[config.mk]
export PLATFORM = sky130hd
export DESIGN_NAME = packet_filter_rule_table
export DESIGN_NICKNAME = d
export VERILOG_FILES = /design/src/pfrt_pkg.sv /design/src/pfrt_regs.sv /design/src/pfrt_cell.sv /design/src/packet_filter_rule_table.sv
export SDC_FILE = /design/constraint.sdc
export NUM_CORES = 2
export LEC_CHECK = 0
export ABC_AREA = 1
export BUFFER_PORTS_ARGS = -buffer_cell sky130_fd_sc_hd__clkbuf_2
export CAP_MARGIN = 20
export CORE_ASPECT_RATIO = 0.5
export CORE_UTILIZATION = 57
export CTS_CLUSTER_DIAMETER = 80
export DETAILED_ROUTE_END_ITERATION = 12
export GPL_ROUTABILITY_DRIVEN = 0
export PLACE_DENSITY_LB_ADDON = 0.2
export SLEW_MARGIN = 20
export SYNTH_ARGS = -nofsm -noshare
export SYNTH_HDL_FRONTEND = slang
export SYNTH_SLANG_ARGS = --single-unit
[constraint.sdc]
create_clock -name clk -period 10.8 [get_ports clk]
set_input_delay 1.62 -clock clk [delete_from_list [all_inputs] [get_ports clk]]
set_output_delay 1.62 -clock clk [all_outputs]
set_load 0.01 [all_outputs]
[src/pfrt_pkg.sv]
`timescale 1ns / 1ps
// ----------------------------------------------------------------------------
// pfrt_pkg
// Shared types, constants and codes for the packet filter rule table.
// ----------------------------------------------------------------------------
package pfrt_pkg;

  localparam int RULES   = 16;
  localparam int CNT_W   = $clog2(RULES + 1);
  localparam int IDX_W   = 4;
  localparam int CMP_W   = (CNT_W > IDX_W) ? CNT_W : IDX_W;
  localparam int COUNT_W = 5;

  localparam logic [7:0] PROTO_TCP = 8'd6;

  localparam logic [1:0] OP_CLASSIFY = 2'd0;
  localparam logic [1:0] OP_ADD      = 2'd1;
  localparam logic [1:0] OP_REMOVE   = 2'd2;
  localparam logic [1:0] OP_CLEAR    = 2'd3;

  localparam logic [1:0] STATUS_OK        = 2'd0;
  localparam logic [1:0] STATUS_FULL      = 2'd1;
  localparam logic [1:0] STATUS_BAD_INDEX = 2'd2;

  localparam logic REG_CAPTURE_ENABLE = 1'b0;
  localparam logic REG_TARGET_PID     = 1'b1;

  localparam int FLAG_ENABLED = 0;
  localparam int FLAG_UDP     = 1;
  localparam int FLAG_BLOCK   = 2;

  typedef struct packed {
    logic [2:0]  flags;
    logic [15:0] port;
    logic [31:0] addr;
  } rule_t;

  typedef struct packed {
    logic        is_udp;
    logic [31:0] local_addr;
    logic [15:0] local_port;
    logic [31:0] remote_addr;
    logic [15:0] remote_port;
  } key_t;

  typedef struct packed {
    logic in_range;
    logic load;
    logic shift;
  } cell_ctrl_t;

  typedef struct packed {
    logic        capture_enable;
    logic [31:0] target_pid;
  } cfg_t;

endpackage

[src/pfrt_regs.sv]
`timescale 1ns / 1ps
// ----------------------------------------------------------------------------
// pfrt_regs
// APB-style configuration registers: capture enable and target process id.
// ----------------------------------------------------------------------------
module pfrt_regs (
  input  logic          clk,
  input  logic          rst,
  input  logic          psel,
  input  logic          penable,
  input  logic          pwrite,
  input  logic [2:0]    paddr,
  input  logic [31:0]   pwdata,
  output logic [31:0]   prdata,
  output logic          pready,
  output pfrt_pkg::cfg_t cfg
);
  import pfrt_pkg::*;

  logic wr_en;

  assign pready = 1'b1;
  assign wr_en  = psel && penable && pwrite && pready;

  always_ff @(posedge clk) begin
    if (rst) begin
      cfg.capture_enable <= 1'b0;
      cfg.target_pid     <= '0;
    end else if (wr_en) begin
      unique case (paddr[2])
        REG_CAPTURE_ENABLE: cfg.capture_enable <= pwdata[0];
        REG_TARGET_PID:     cfg.target_pid     <= pwdata;
        default:            ;
      endcase
    end
  end

  always_comb begin
    unique case (paddr[2])
      REG_CAPTURE_ENABLE: prdata = {31'd0, cfg.capture_enable};
      REG_TARGET_PID:     prdata = cfg.target_pid;
      default:            prdata = '0;
    endcase
  end

endmodule

[src/pfrt_cell.sv]
`timescale 1ns / 1ps
// ----------------------------------------------------------------------------
// pfrt_cell
// One rule slot: holds a rule, takes a new one or its neighbor's on a shift,
// and ors its own block hit into the hit line running down the chain.
// ----------------------------------------------------------------------------
module pfrt_cell (
  input  logic                 clk,
  input  pfrt_pkg::cell_ctrl_t ctrl,
  input  pfrt_pkg::rule_t      new_rule,
  input  pfrt_pkg::rule_t      next_rule,
  input  pfrt_pkg::key_t       key,
  input  logic                 hit_in,
  output pfrt_pkg::rule_t      rule,
  output logic                 hit_out
);
  import pfrt_pkg::*;

  logic proto_ok;
  logic port_ok;
  logic addr_ok;
  logic hit;

  always_ff @(posedge clk) begin
    if (ctrl.load) begin
      rule <= new_rule;
    end else if (ctrl.shift) begin
      rule <= next_rule;
    end
  end

  assign proto_ok = (rule.flags[FLAG_UDP] == key.is_udp);
  assign port_ok  = (rule.port == 16'd0) || (rule.port == key.local_port) ||
                    (rule.port == key.remote_port);
  assign addr_ok  = (rule.addr == 32'd0) || (rule.addr == key.local_addr) ||
                    (rule.addr == key.remote_addr);
  assign hit      = ctrl.in_range && rule.flags[FLAG_ENABLED] &&
                    rule.flags[FLAG_BLOCK] && proto_ok && port_ok && addr_ok;
  assign hit_out  = hit_in || hit;

endmodule

[src/packet_filter_rule_table.sv]
`timescale 1ns / 1ps
// ----------------------------------------------------------------------------
// packet_filter_rule_table
// Ordered filter rule table with classify, add, remove and clear operations.
// ----------------------------------------------------------------------------
// One operation is in flight at a time: the transfer is registered first,
// and then, once the output register is free, every rule cell compares the
// packet against its rule while the block hits travel down the cell chain,
// so the verdict and the new count land in the output register. Add loads the
// cell at the current count, remove shifts each cell at or after the index
// from its right neighbor, and clear just resets the count. A held result
// does not keep the next item out, but that item is only finished once the
// held result has been taken.
module packet_filter_rule_table (
  input  logic        clk,
  input  logic        rst,
  input  logic        psel,
  input  logic        penable,
  input  logic        pwrite,
  input  logic [2:0]  paddr,
  input  logic [31:0] pwdata,
  output logic [31:0] prdata,
  output logic        pready,
  input  logic        in_valid,
  output logic        in_stall,
  input  logic [1:0]  op,
  input  logic [31:0] packet_pid,
  input  logic [7:0]  ip_protocol,
  input  logic [31:0] local_addr,
  input  logic [15:0] local_port,
  input  logic [31:0] remote_addr,
  input  logic [15:0] remote_port,
  input  logic [3:0]  rule_index,
  input  logic [2:0]  rule_flags,
  input  logic [15:0] rule_port,
  input  logic [31:0] rule_addr,
  output logic        out_valid,
  input  logic        out_stall,
  output logic [1:0]  status,
  output logic        block,
  output logic        examined,
  output logic [4:0]  rule_count
);
  import pfrt_pkg::*;

  typedef enum logic {S_IDLE, S_BUSY} state_t;

  state_t           state;
  cfg_t             cfg;
  logic [1:0]       op_q;
  logic [31:0]      pid_q;
  logic [IDX_W-1:0] idx_q;
  key_t             key_q;
  rule_t            new_rule_q;
  logic [CNT_W-1:0] count;
  logic [CNT_W-1:0] count_next;
  logic [1:0]       status_next;
  logic             gate_open;
  logic             full;
  logic             bad_index;
  logic             finish;
  logic             accept;
  rule_t            rules [RULES];
  cell_ctrl_t       ctrl [RULES];
  logic [RULES:0]   hit_chain;

  pfrt_regs u_regs (
    .clk     (clk),
    .rst     (rst),
    .psel    (psel),
    .penable (penable),
    .pwrite  (pwrite),
    .paddr   (paddr),
    .pwdata  (pwdata),
    .prdata  (prdata),
    .pready  (pready),
    .cfg     (cfg)
  );

  assign in_stall  = (state == S_BUSY);
  assign accept    = in_valid && !in_stall;
  assign finish    = (state == S_BUSY) && (!out_valid || !out_stall);
  assign gate_open = cfg.capture_enable &&
                     ((cfg.target_pid == 32'd0) || (pid_q == cfg.target_pid));
  assign full      = (count == CNT_W'(RULES));
  assign bad_index = (CMP_W'(idx_q) >= CMP_W'(count));

  assign hit_chain[RULES] = 1'b0;

  for (genvar i = 0; i < RULES; i++) begin : g_cell
    rule_t next_rule;

    if (i == RULES - 1) begin : g_last
      assign next_rule = rules[i];
    end else begin : g_mid
      assign next_rule = rules[i+1];
    end

    assign ctrl[i].in_range = (count > CNT_W'(i));
    assign ctrl[i].load     = finish && (op_q == OP_ADD) && !full &&
                              (count == CNT_W'(i));
    assign ctrl[i].shift    = finish && (op_q == OP_REMOVE) && !bad_index &&
                              (CMP_W'(i) >= CMP_W'(idx_q));

    pfrt_cell u_cell (
      .clk       (clk),
      .ctrl      (ctrl[i]),
      .new_rule  (new_rule_q),
      .next_rule (next_rule),
      .key       (key_q),
      .hit_in    (hit_chain[i+1]),
      .rule      (rules[i]),
      .hit_out   (hit_chain[i])
    );
  end

  always_comb begin
    count_next  = count;
    status_next = STATUS_OK;
    unique case (op_q)
      OP_CLASSIFY: ;
      OP_ADD: begin
        if (full) begin
          status_next = STATUS_FULL;
        end else begin
          count_next = count + 1'b1;
        end
      end
      OP_REMOVE: begin
        if (bad_index) begin
          status_next = STATUS_BAD_INDEX;
        end else begin
          count_next = count - 1'b1;
        end
      end
      OP_CLEAR: count_next = '0;
      default: ;
    endcase
  end

  always_ff @(posedge clk) begin
    if (accept) begin
      op_q                   <= op;
      pid_q                  <= packet_pid;
      idx_q                  <= rule_index;
      key_q.is_udp           <= (ip_protocol != PROTO_TCP);
      key_q.local_addr       <= local_addr;
      key_q.local_port       <= local_port;
      key_q.remote_addr      <= remote_addr;
      key_q.remote_port      <= remote_port;
      new_rule_q.flags       <= rule_flags;
      new_rule_q.port        <= rule_port;
      new_rule_q.addr        <= rule_addr;
    end
  end

  always_ff @(posedge clk) begin
    if (rst) begin
      state     <= S_IDLE;
      count     <= '0;
      out_valid <= 1'b0;
    end else begin
      if (out_valid && !out_stall && !finish) begin
        out_valid <= 1'b0;
      end
      unique case (state)
        S_IDLE: begin
          if (accept) begin
            state <= S_BUSY;
          end
        end
        S_BUSY: begin
          if (finish) begin
            state      <= S_IDLE;
            count      <= count_next;
            out_valid  <= 1'b1;
            status     <= status_next;
            examined   <= (op_q == OP_CLASSIFY) && gate_open;
            block      <= (op_q == OP_CLASSIFY) && gate_open && hit_chain[0];
            rule_count <= COUNT_W'(count_next);
          end
        end
        default: state <= S_IDLE;
      endcase
    end
  end

endmodule

Yosys cells after proc, flatten, opt, wreduce, memory -nomap -nowiden:

Index checks and enable logic that the tools add are counted.

* bits in registers: 1051
* bits of input ports: 235
* output and inout bits: 44
* word-level logic and storage cells: 514

* add/subtract/negate cells: 2
* order comparisons: 32
* equality and inequality tests: 101
* muxes and demuxes: 43
* bitwise gates (word level): 3
* reductions and logical operators: 265

Operators with widths (count)
* $mux 51: 30
* $eq 32x32->1: 33
* $logic_not 32->1: 17
* $eq 16x16->1: 32
* $logic_not 16->1: 16
* $logic_and 1x1->1: 124
* $logic_or 1x1->1: 81
* $pmux 32 s2: 1
* $eq 5x4->1 const B: 8
* $gt 5x4->1 const B: 8
* $reduce_bool 2->1: 15
* $ge 4x4->1 const A: 7
* $eq 5x3->1 const B: 4
* $gt 5x3->1 const B: 4
* $eq 1x1->1: 16
* $ge 3x4->1 const A: 4
* $pmux 5 s3: 1
* $eq 5x2->1 const B: 2
* $gt 5x1->1 const B: 2
* $gt 5x2->1 const B: 2
* $mux 5: 2
* $ge 1x4->1 const A: 2
* $ge 2x4->1 const A: 2
* $ne 8x3->1 const B: 1
* other kinds (17): 32

Longest topological paths before layout:

* depth after elaboration: 22
* depth in mapped cells: 18

Hierarchy:

From an unflattened synthesis, not the netlist that was laid out.

* cells, all modules: 9649
* area total of the unflattened synthesis: 70094.7 µm²

By module, submodules not included
* pfrt_cell: instances 16, cells each 549, area each 3777.4 µm², seq. area each 1531.5 µm²
* packet_filter_rule_table: instances 1, cells each 578, area each 7892.6 µm², seq. area each 5995.8 µm²
* pfrt_regs: instances 1, cells each 287, area each 1764.2 µm², seq. area each 660.6 µm²

Worst setup path before layout:

No wires, ideal clock.

* path kind: input to register
* start: in in_valid
* end: reg idx_q[0], enable pin
* setup time: 0.741 ns
* arrival: 9.473 ns
* slack: 0.586 ns
* stages: 2
* buffers on the path: 0
* cells stage by stage: inv_1 -> nor2_1

* word-level cells in the longest chain between the ends: 1

RTL lines
* start, declared: line packet_filter_rule_table.sv:24 `input logic in_valid,`
* $logic_and 1x1->1: line packet_filter_rule_table.sv:81 `assign accept = in_valid && !in_stall;`
* via accept: line packet_filter_rule_table.sv:62 `logic accept;`
* end signal, assigned: line packet_filter_rule_table.sv:145 `idx_q <= rule_index;`
* end, declared: line packet_filter_rule_table.sv:52 `logic [IDX_W-1:0] idx_q;`

The timed path passes the listed nets, and every way through them passes these cells.
A chain may end at the register's enable or synchronous reset.

Final worst setup path:

* start: reg count[0]
* end: reg g_cell[5].u_cell.rule[19] (netlist bit), enable pin

* word-level cells in the longest chain between the ends: 5

RTL lines
* start, declared: line packet_filter_rule_table.sv:55 `logic [CNT_W-1:0] count;`
* start signal, assigned: line packet_filter_rule_table.sv:175 `count <= count_next;`
* $ge 4x5->1 or $eq 5x5->1 (tied branches): line packet_filter_rule_table.sv:86, packet_filter_rule_table.sv:85
* $logic_not 1->1 (on tied branches)
* $logic_and 1x1->1 (on tied branches)
* $logic_and 1x1->1 (on tied branches): line packet_filter_rule_table.sv:102, packet_filter_rule_table.sv:100
* $reduce_bool 2->1 (no source line) *
* end signal, assigned: line pfrt_cell.sv:26 `rule <= new_rule;`
* end signal, assigned: line pfrt_cell.sv:28 `rule <= next_rule;`
* end, declared: line pfrt_cell.sv:14 `output pfrt_pkg::rule_t rule,`

Every way passes the cells marked *; elsewhere a longest branch is shown, timed or not.

==> results.toml <==
[worst_setup_path]
start_kind = "flip-flop"
critical_path.slowest_cell = "nand2_2"
critPathRequiredTime_ns = 11.16
r2r_end = "g_cell[5].u_cell.rule[19]"
critical_path_class = "flip-flop to flip-flop"
cp.arrival_ns = 4.85
cp_top_family = "simple AND/OR/NAND/NOR gates"
reg2reg_from = "count[0]"
r2r_cells = 10
slowest_delay_ns = 0.77
cp_max_fo = 103
r2r_slack_ns = 6.31
end_kind = "flip-flop"
crit_chain = "clkinv_1 -> ha_1 -> nand3_2 -> nor2_1 -> inv_2 -> nand2_2 -> inv_2 -> nand2_8 -> nand2_2 -> buf_4"
critPathBufInv = 4

[synth]
yosys_warnings = 0
syn_area_um2 = 65700
synthFlopType = "edfxtp_1"
syn_nets = 8253
synth_cells = 8006
synth_enable_flop_cells = 1011
synth.avg_cell_area_um2 = 8.21
async_flop_share_pct = 0
yosysUniqueCellTypes = 40
ys_ff_latch = 1051
seq_area_frac_synth_pct = 47.4

[power]
power.switching_mw = 2.40
comb_power_share_pct = 9.5
leakagePower_nw = 28.6
peakVddDrop_v = 0.000123
power.internal_mw = 6.92
switching_share_pct = 25.7
p_seq_share_pct = 50.3
p_per_area_nw_per_um2 = 131
p_clk_share_pct = 40.2

[placement]
port_buffers = 275
hpwl_mm = 148
dp_cells = 9431

[global_route]
grt_pass1_wl_mm = 320
overflow = 0
track_usage_pct = 37.2
grt_pass1_vias = 50100
grt_max_degree = 104
antenna_found_initial = 0

[clock_tree]
cts_buffers = 99
path_clk_slew_ns = 0.07
htreeDepth = 3
clock_path_buffers = 3
cts_tree = "built"
clk_latency_ns = 0.72
cts.repair.resized = 0
cts_hold_buffers = 0
root_buffer = "clkbuf_16"
cts.sinks = 1051
post_cts_buffers = 0

[sta]
hold_ws_ns = 0.446
finalCritPeriodShare_pct = 41.6
final-hold-violation-count = 0
skew_ns = 0.0214
min_period_ns = 4.49
slew_viol_final = 0
setup_viol = 0
rsz0062_at_grt = "false"
tightest_slew_ns = 1.24
max-slew-margin-rel_pct = 17.1
fmax_ghz = 0.223
fin_tns_setup_ns = 0

[final_layout]
drive_above_1_share_pct = 7.55
final_cells = 9619
final_nets = 8273
syn_to_final_growth_pct = 8.26
diodes = 0
fill_cells = 9719

[floorplanning]
io_pins = 279
die_h_um = 242
die-area_um2 = 117000
start_util_pct = 57.9
num_rows = 87
die_width_um = 482
core_area_um2 = 114000

[detailed_routing]
drt_iter0_drc = 8365
ant_nets = 0
wl_per_cell_um = 23.0
detail_route.first_pass.iterations = 8
viasPerCell = 5.89
wl_mm = 221
vias = 56700
drc = 0

[worst_hold_path]
hold_path.class = "flip-flop to flip-flop"
hp-start = "new_rule_q[29]"
min_delay_path_depth = 0
hold_path_end = "g_cell[15].u_cell.rule[29]"

[outcome]
status = "finished clean"

[job]
drv_cap = 0
==> power groups by stage <==
stage	Sequential, mW	Clock [mW]	Combinational (mW)
after floorplan	4.67	0	0.654
after global placement	4.77	0	0.830
after detailed placement	4.77	0	0.847
after CTS	4.68	3.74	0.851
after global routing	4.69	3.90	0.951
final	4.68	3.75	0.882
==> through the flow <==
step / util [%] / area [um2] / setup WS [ns] / power [mW]
2_1_floorplan: - / 65700 / 0.586 / 5.32
3_3_place_gp: 59.6 / 67700 / 5.69 / 5.60
3_5_place_dp: 59.6 / 67700 / 5.64 / 5.62
4_1_cts: 62.5 / 71000 / 6.15 / 9.27
5_1_grt: 62.7 / 71200 / 6.14 / 9.54
6_report: 62.7 / 71200 / 6.31 / 9.31
==> sequential cells by signal, summed over array words and instances, names as in the netlist <==
register            count
new_rule_q             51
in_stall                1
out_valid               1
idx_q                   4
status                  2
key_q                  97
pid_q                  32
count                   5
block                   1
g_cell.u_cell.rule    816
u_regs.cfg             33
examined                1
rule_count              5
op_q                    2
==> worst max path at each step <==
stage,from,end,depth (start not counted)
3_3_place_gp,out_stall,g_cell[5].u_cell.rule[17],9
3_5_place_dp,out_stall,g_cell[5].u_cell.rule[17],9
4_1_cts,count[0],g_cell[5].u_cell.rule[23],10
5_1_grt,count[0],g_cell[5].u_cell.rule[16],10
6_report,count[0],g_cell[5].u_cell.rule[19],10
2_1_floorplan,in_valid,idx_q[0],2
==> kinds of logic after synthesis <==
kind of cell,Yosys count,share of synthesized area (%)
adders and majority gates,12,0.228
AOI/OAI and AO/OA,871,6.72
buffers and inverters,920,5.98
and+or+nand+nor,4028,24.7
DFF,1051,47.4
xor gates and xnor gates,1123,15.0
other,1,0.00570
==> cell type report <==
class,instances,area (um2),share of cell area [%]
multi-input combinational,6035,30900,43.4
clock inverter,53,567,0.796
timing repair buffer,359,2120,2.97
clock buffer,128,2740,3.86
tap,1513,1890,2.66
inverter,480,1800,2.53
sequential,1051,31200,43.8
==> cells in the mapped netlist (all sizes together), types with 2 or more instances <==
| library cell | number | area (um2) |
|---|---|---|
| buf | 303 | 1620 |
| clkbuf | 137 | 515 |
| xor2 | 297 | 2600 |
| dfxtp | 40 | 801 |
| nor3 | 10 | 50.1 |
| o22ai | 2 | 12.5 |
| a21oi | 58 | 290 |
| o211ai | 4 | 30.0 |
| a22oi | 2 | 15.0 |
| inv | 471 | 1770 |
| ha | 12 | 150 |
| nand2 | 2754 | 10300 |
| a211oi | 8 | 60.1 |
| nand4 | 87 | 557 |
| nand3b | 2 | 15.0 |
| edfxtp | 1011 | 30400 |
| xnor2 | 826 | 7230 |
| o21ai | 791 | 3960 |
| or2 | 76 | 475 |
| nand3 | 184 | 926 |
| clkinv | 9 | 33.8 |
| nor4 | 174 | 1090 |
| nor2 | 740 | 2780 |
| o2111ai | 2 | 17.5 |
==> cells in the final DEF (no fill, tap or decap), drive strengths merged, types with 47 or more instances in the layout <==
| cell type | count |
|---|---|
| nand2 | 2754 |
| edfxtp | 1011 |
| xnor2 | 826 |
| o21ai | 791 |
| nor2 | 740 |
| inv | 472 |
| clkbuf | 403 |
| xor2 | 297 |
| nand3 | 184 |
| nor4 | 174 |
| nand4 | 87 |
| buf | 84 |
| or2 | 76 |
| a21oi | 58 |
| clkinv | 47 |
==> layer usage <==
| layer | GRT usage (%) | vias up | part of all wire, % |
|---|---|---|---|
| met5 | 0 | - | 0 |
| met3 | 11.6 | 500 | 16 |
| met2 | 51.0 | 3914 | 40 |
| met4 | 16.5 | 0 | 5.0 |
| met1 | 53.5 | 26300 | 38 |
| li1 | - | 26000 | - |
No activity file was read; power rests on OpenSTA's default activity.
